--- src/hw/rtl/pfms_ram.sv ---
// ----------------------------------------------------------------------------
// pfms_ram
// Generic simple dual-port RAM with one write port and a registered read.
// ----------------------------------------------------------------------------
`timescale 1ns / 1ps

module pfms_ram #(
    parameter int WIDTH = 8,
    parameter int DEPTH = 64
) (
    input  logic                     clk,
    input  logic                     wr_en,
    input  logic [$clog2(DEPTH)-1:0] wr_addr,
    input  logic [WIDTH-1:0]         wr_data,
    input  logic [$clog2(DEPTH)-1:0] rd_addr,
    output logic [WIDTH-1:0]         rd_data
);

    logic [WIDTH-1:0] mem [DEPTH];

    always_ff @(posedge clk)
    begin
        if (wr_en)
        begin
            mem[wr_addr] <= wr_data;
        end
        rd_data <= mem[rd_addr];
    end

endmodule
--- config.mk ---
export PLATFORM = sky130hd
export DESIGN_NAME = pfms_ram
export DESIGN_NICKNAME = d
export VERILOG_FILES = /design/src/hw/rtl/pfms_ram.sv
export SDC_FILE = /design/constraint.sdc
export NUM_CORES = 1
export LEC_CHECK = 0
export BUFFER_PORTS_ARGS = -buffer_cell sky130_fd_sc_hd__buf_2
export CAP_MARGIN = 20
export CORE_MARGIN = 2
export CORE_UTILIZATION = 60
export DETAILED_ROUTE_END_ITERATION = 10
export PLACE_DENSITY = 0.76
export SLEW_MARGIN = 10
export SYNTH_ARGS = -nofsm -noshare
export SYNTH_HDL_FRONTEND = slang
export SYNTH_SLANG_ARGS = --single-unit
--- constraint.sdc ---
create_clock -name clk -period 2.95 [get_ports clk]
set_input_delay 0.4425 -clock clk [delete_from_list [all_inputs] [get_ports clk]]
set_output_delay 0.4425 -clock clk [all_outputs]
set_load 0.1 [all_outputs]
# After elaboration in Yosys (flattened, before gate mapping)
# Memories as Yosys holds them, arrays and structs flattened. A register that Yosys moved wholly into a read port is not among the register bits.
# Index checks and enable logic that the tools add are counted.
[word_totals] reg_bits=0 latchBits=0 ram_bits=512 mem_bits_ro=0 output_inout_bits=8 wordCells=3 memories=1
[classes] addsub=0 multipliers=0 div=0 n_lt_le_gt_ge=0 eq_ne=0 n_shift=0 n_mux=2 bitwise_logic=0 reduce_logical=0
[memory_table] memory="mem" words=64 word_bits=8 read_ports=1 rd_ports_with_merged_regs=1 wr=1 line="19" text="logic [WIDTH-1:0] mem [DEPTH];"
[ops] cell="2-to-1 mux 1 bit" n=2

# Depth between registers and ports, before layout
[depth] word_depth=2 depth_mapped=9 mapped_depth_nobuf=5

# Least setup slack after synthesis
# OpenSTA, ideal clock, no wires.
[synth_path] path_type="input -> register" startpoint="input port rd_addr[1]" endpoint="register rd_data[3], read port of mem" arrival_time_ns=1.982 path_slack_ns=0.840 cell_stages=7 path_cell_list="buf_4 buf_2 buf_2 mux4_2 mux4_2 o21ai_1 o41ai_1"
[synth_lines] element="start: declaration" line="15" text="input logic [$clog2(DEPTH)-1:0] rd_addr,"
[synth_lines] element="end: declaration" line="16" text="output logic [WIDTH-1:0] rd_data"

==> impl_metrics.ini <==
[critical_path]
path_delay_family = multiplexers
cp_max_fo = 1
r2r_setup_slack_ps = 680
cp_cell_sequence = mux4_2 -> mux2_2 -> o221a_2 -> nor3_1 -> o32ai_1
crit_buf_inv = 0
critical_path_required_ps = 3370
crit_path_start_kind = register
cpMaxStageDelayCell = nor3_1
critical_path_class = register to register
rr_startpoint = mem[21][6]$_DFFE_PP_
r2r-end = rd_data[6]$_DFF_P_
worstPathArrival_ps = 2700
reg2reg_depth = 5
worst_setup_path_end_kind = register
max_stage_delay_ps = 530

[sta]
totalNegativeSetupSlack_ps = 0
fin_crit_sh = 0.770
drv_slew = 0
rsz0062_at_grt = false
hold_viol = 0
setup_violations = 0
post-route-min-period_ps = 2270
finClkSkew_ps = 16.2
hold_slack_ps = 302
worst_pin_slew_ps = 827
slew_headroom = 0.434
fmax_ghz = 0.440

[clocking]
ctsResizeCount = 0
cts_tree = yes
clkSinkCount = 520
cts-root-buf = clkbuf_16
cts_made_buffers = 49
hold_buffers = 0
clk_latency_ps = 570
clock_path_buffers = 3
clkTransAtPathRegs_ps = 60
h-tree-depth = 2
cts_setup_buffers = 0

[floorplan]
die_w_um = 187
dieArea_um2 = 35100
io_pins = 30
core_area_um2 = 33300
die_height_um = 187
rows = 67
initial_core_util = 0.606

[detailed_routing]
routed_via_density = 6.48
ant_nets = 0
drt_iter0_drc = 1496
routed_wirelength_um = 44700
vias = 10100
drtPass1Iterations = 6
drc = 0
avgRoutedWirePerCell_um = 28.7

[power_and_ir_drop]
power_leakage_nw = 7.40
power_frac_comb = 0.059
swShare = 0.211
totalPowerFinal_mw = 15.1
clock_power_share = 0.398
p_per_area_nw_per_um2 = 657
switching_power_mw = 3.19
pwr-share-seq = 0.543
internal_power_mw = 11.9
vdd_drop_max_mv = 0.556

[synthesis]
synthTopCellsByCount = edfxtp_1 (512), mux4_2 (126), nor2_1 (83)
syn_inst = 940
ys_ff_latch = 520
yosysMostFrequentCell = edfxtp_1
syn-cell-area_um2 = 20200
syn_nets = 962
yosysSeqAreaShare = 0.770
synth_edf_count = 512
avgSynthCellArea_um2 = 21.5
synth.area.top_cells = edfxtp_1 (76%), mux4_2 (14%), nor2_1 (1.5%)
synth_area_leader_cell = edfxtp_1
synthFlopType = edfxtp_1
synth_warnings = 0
synthDistinctLibCells = 40
synth_top_area_frac = 0.762
async_flop_share = 0

[global_routing]
grt_usage = 0.261
grt_pass1_vias = 10100
grt_pass1_wl_um = 66400
antenna_found_initial = 1
grt_max_degree = 65
grt-ovfl-total = 0

[place]
gp_congestion = 0.842
placement.io_buffers = 29
hpwlAfterDp_um = 27700

[worst_hold_path]
min-delay-path-class = input port to register
worstHoldPathCells = 3
hold_path_startpoint = rd_addr[5]
whs_endpoint = rd_data[0]$_DFF_P_

[finish]
n_antenna_cell = 0
nNetsFinal = 1093
n_fill_cell = 2024
area_growth_pct = 14.0
drive_gt1_frac = 0.307
fin_util = 0.691

[job]
drv_cap = 0

[run_status]
run_status = finished clean
[tightest hold or removal path, delay by kind of cell]
kind                   cells  cell delay (ps)
buffers and inverters      1              210
AO/OA/AOI/OAI              1               60
AND/OR/NAND/NOR            1              110
[how the worst max path moves through the flow]
stage	from	slack, ps	endpoint	cells after the start
after detailed placement	rd_addr[0]	200	rd_data[3]$_DFF_P_	6
after floorplan	rd_addr[1]	840	rd_data[3]$_DFF_P_	7
final	mem[21][6]$_DFFE_PP_	680	rd_data[6]$_DFF_P_	5
after CTS	mem[21][6]$_DFFE_PP_	730	rd_data[6]$_DFF_P_	5
after global placement	rd_addr[0]	230	rd_data[3]$_DFF_P_	6
after global routing	rd_addr[0]	600	rd_data[3]$_DFF_P_	6
[cell type report]
class                      instances  area [um2]  area share
clock inverter                    29         189     0.00821
sequential                       520       15500       0.675
tap                              448         561      0.0244
multi-input combinational        369        4320       0.188
timing repair buffer             131        1040      0.0451
clock buffer                      63        1360      0.0592
[kinds of logic after synthesis]
logic type,share of synthesized area
flops,0.770
mux,0.159
simple gates,0.0339
compound gates,0.0207
buf+inv,0.0157
[registers in the layout (all words and copies together) (netlist names)]
signal   count
rd_data      8
mem        512
[routing by layer]
| metal | vias up | track usage | routed length [um] |
|---|---|---|---|
| met4 | 2 | 0.0800 | 1310 |
| met2 | 524 | 0.417 | 22100 |
| met1 | 5303 | 0.377 | 17300 |
| li1 | 4199 | - | - |
| met5 | - | 0 | 12 |
| met3 | 87 | 0.0478 | 3990 |
[through the flow]
stage                     setup WS (ps)  instance area (um2)  cells
after floorplan                     840                20200    940
after global placement              225                21400   1468
after detailed placement            204                21400   1468
after CTS                           733                23000   1560
after global routing                604                23000   1560
final                               678                23000   1560
[power by group through the flow]
| stage | clock network [mW] | logic [mW] | registers (mW) |
|---|---|---|---|
| 2_1_floorplan | 0 | 0.436 | 8.45 |
| 3_3_place_gp | 0 | 0.863 | 8.36 |
| 3_5_place_dp | 0 | 0.883 | 8.36 |
| 4_1_cts | 6.09 | 0.890 | 8.20 |
| 5_1_grt | 6.36 | 0.937 | 8.20 |
| 6_report | 6.01 | 0.890 | 8.20 |
[cells in the final DEF, fill, tap and decap left out, types with 5 or more instances in the layout]
cell type / count
a221oi_1: 6
buf_12: 9
buf_2: 26
buf_4: 95
clkbuf_1: 8
clkbuf_16: 51
clkbuf_8: 5
clkinv_1: 15
clkinv_2: 8
dfxtp_1: 8
edfxtp_1: 512
mux2_2: 13
mux2i_1: 23
mux4_2: 126
nand2_1: 19
nand2b_1: 7
nand3_1: 13
nor2_1: 83
nor2b_1: 14
nor3_1: 7
o221ai_1: 8
o22ai_1: 8
(Power assumes the default switching activity.)
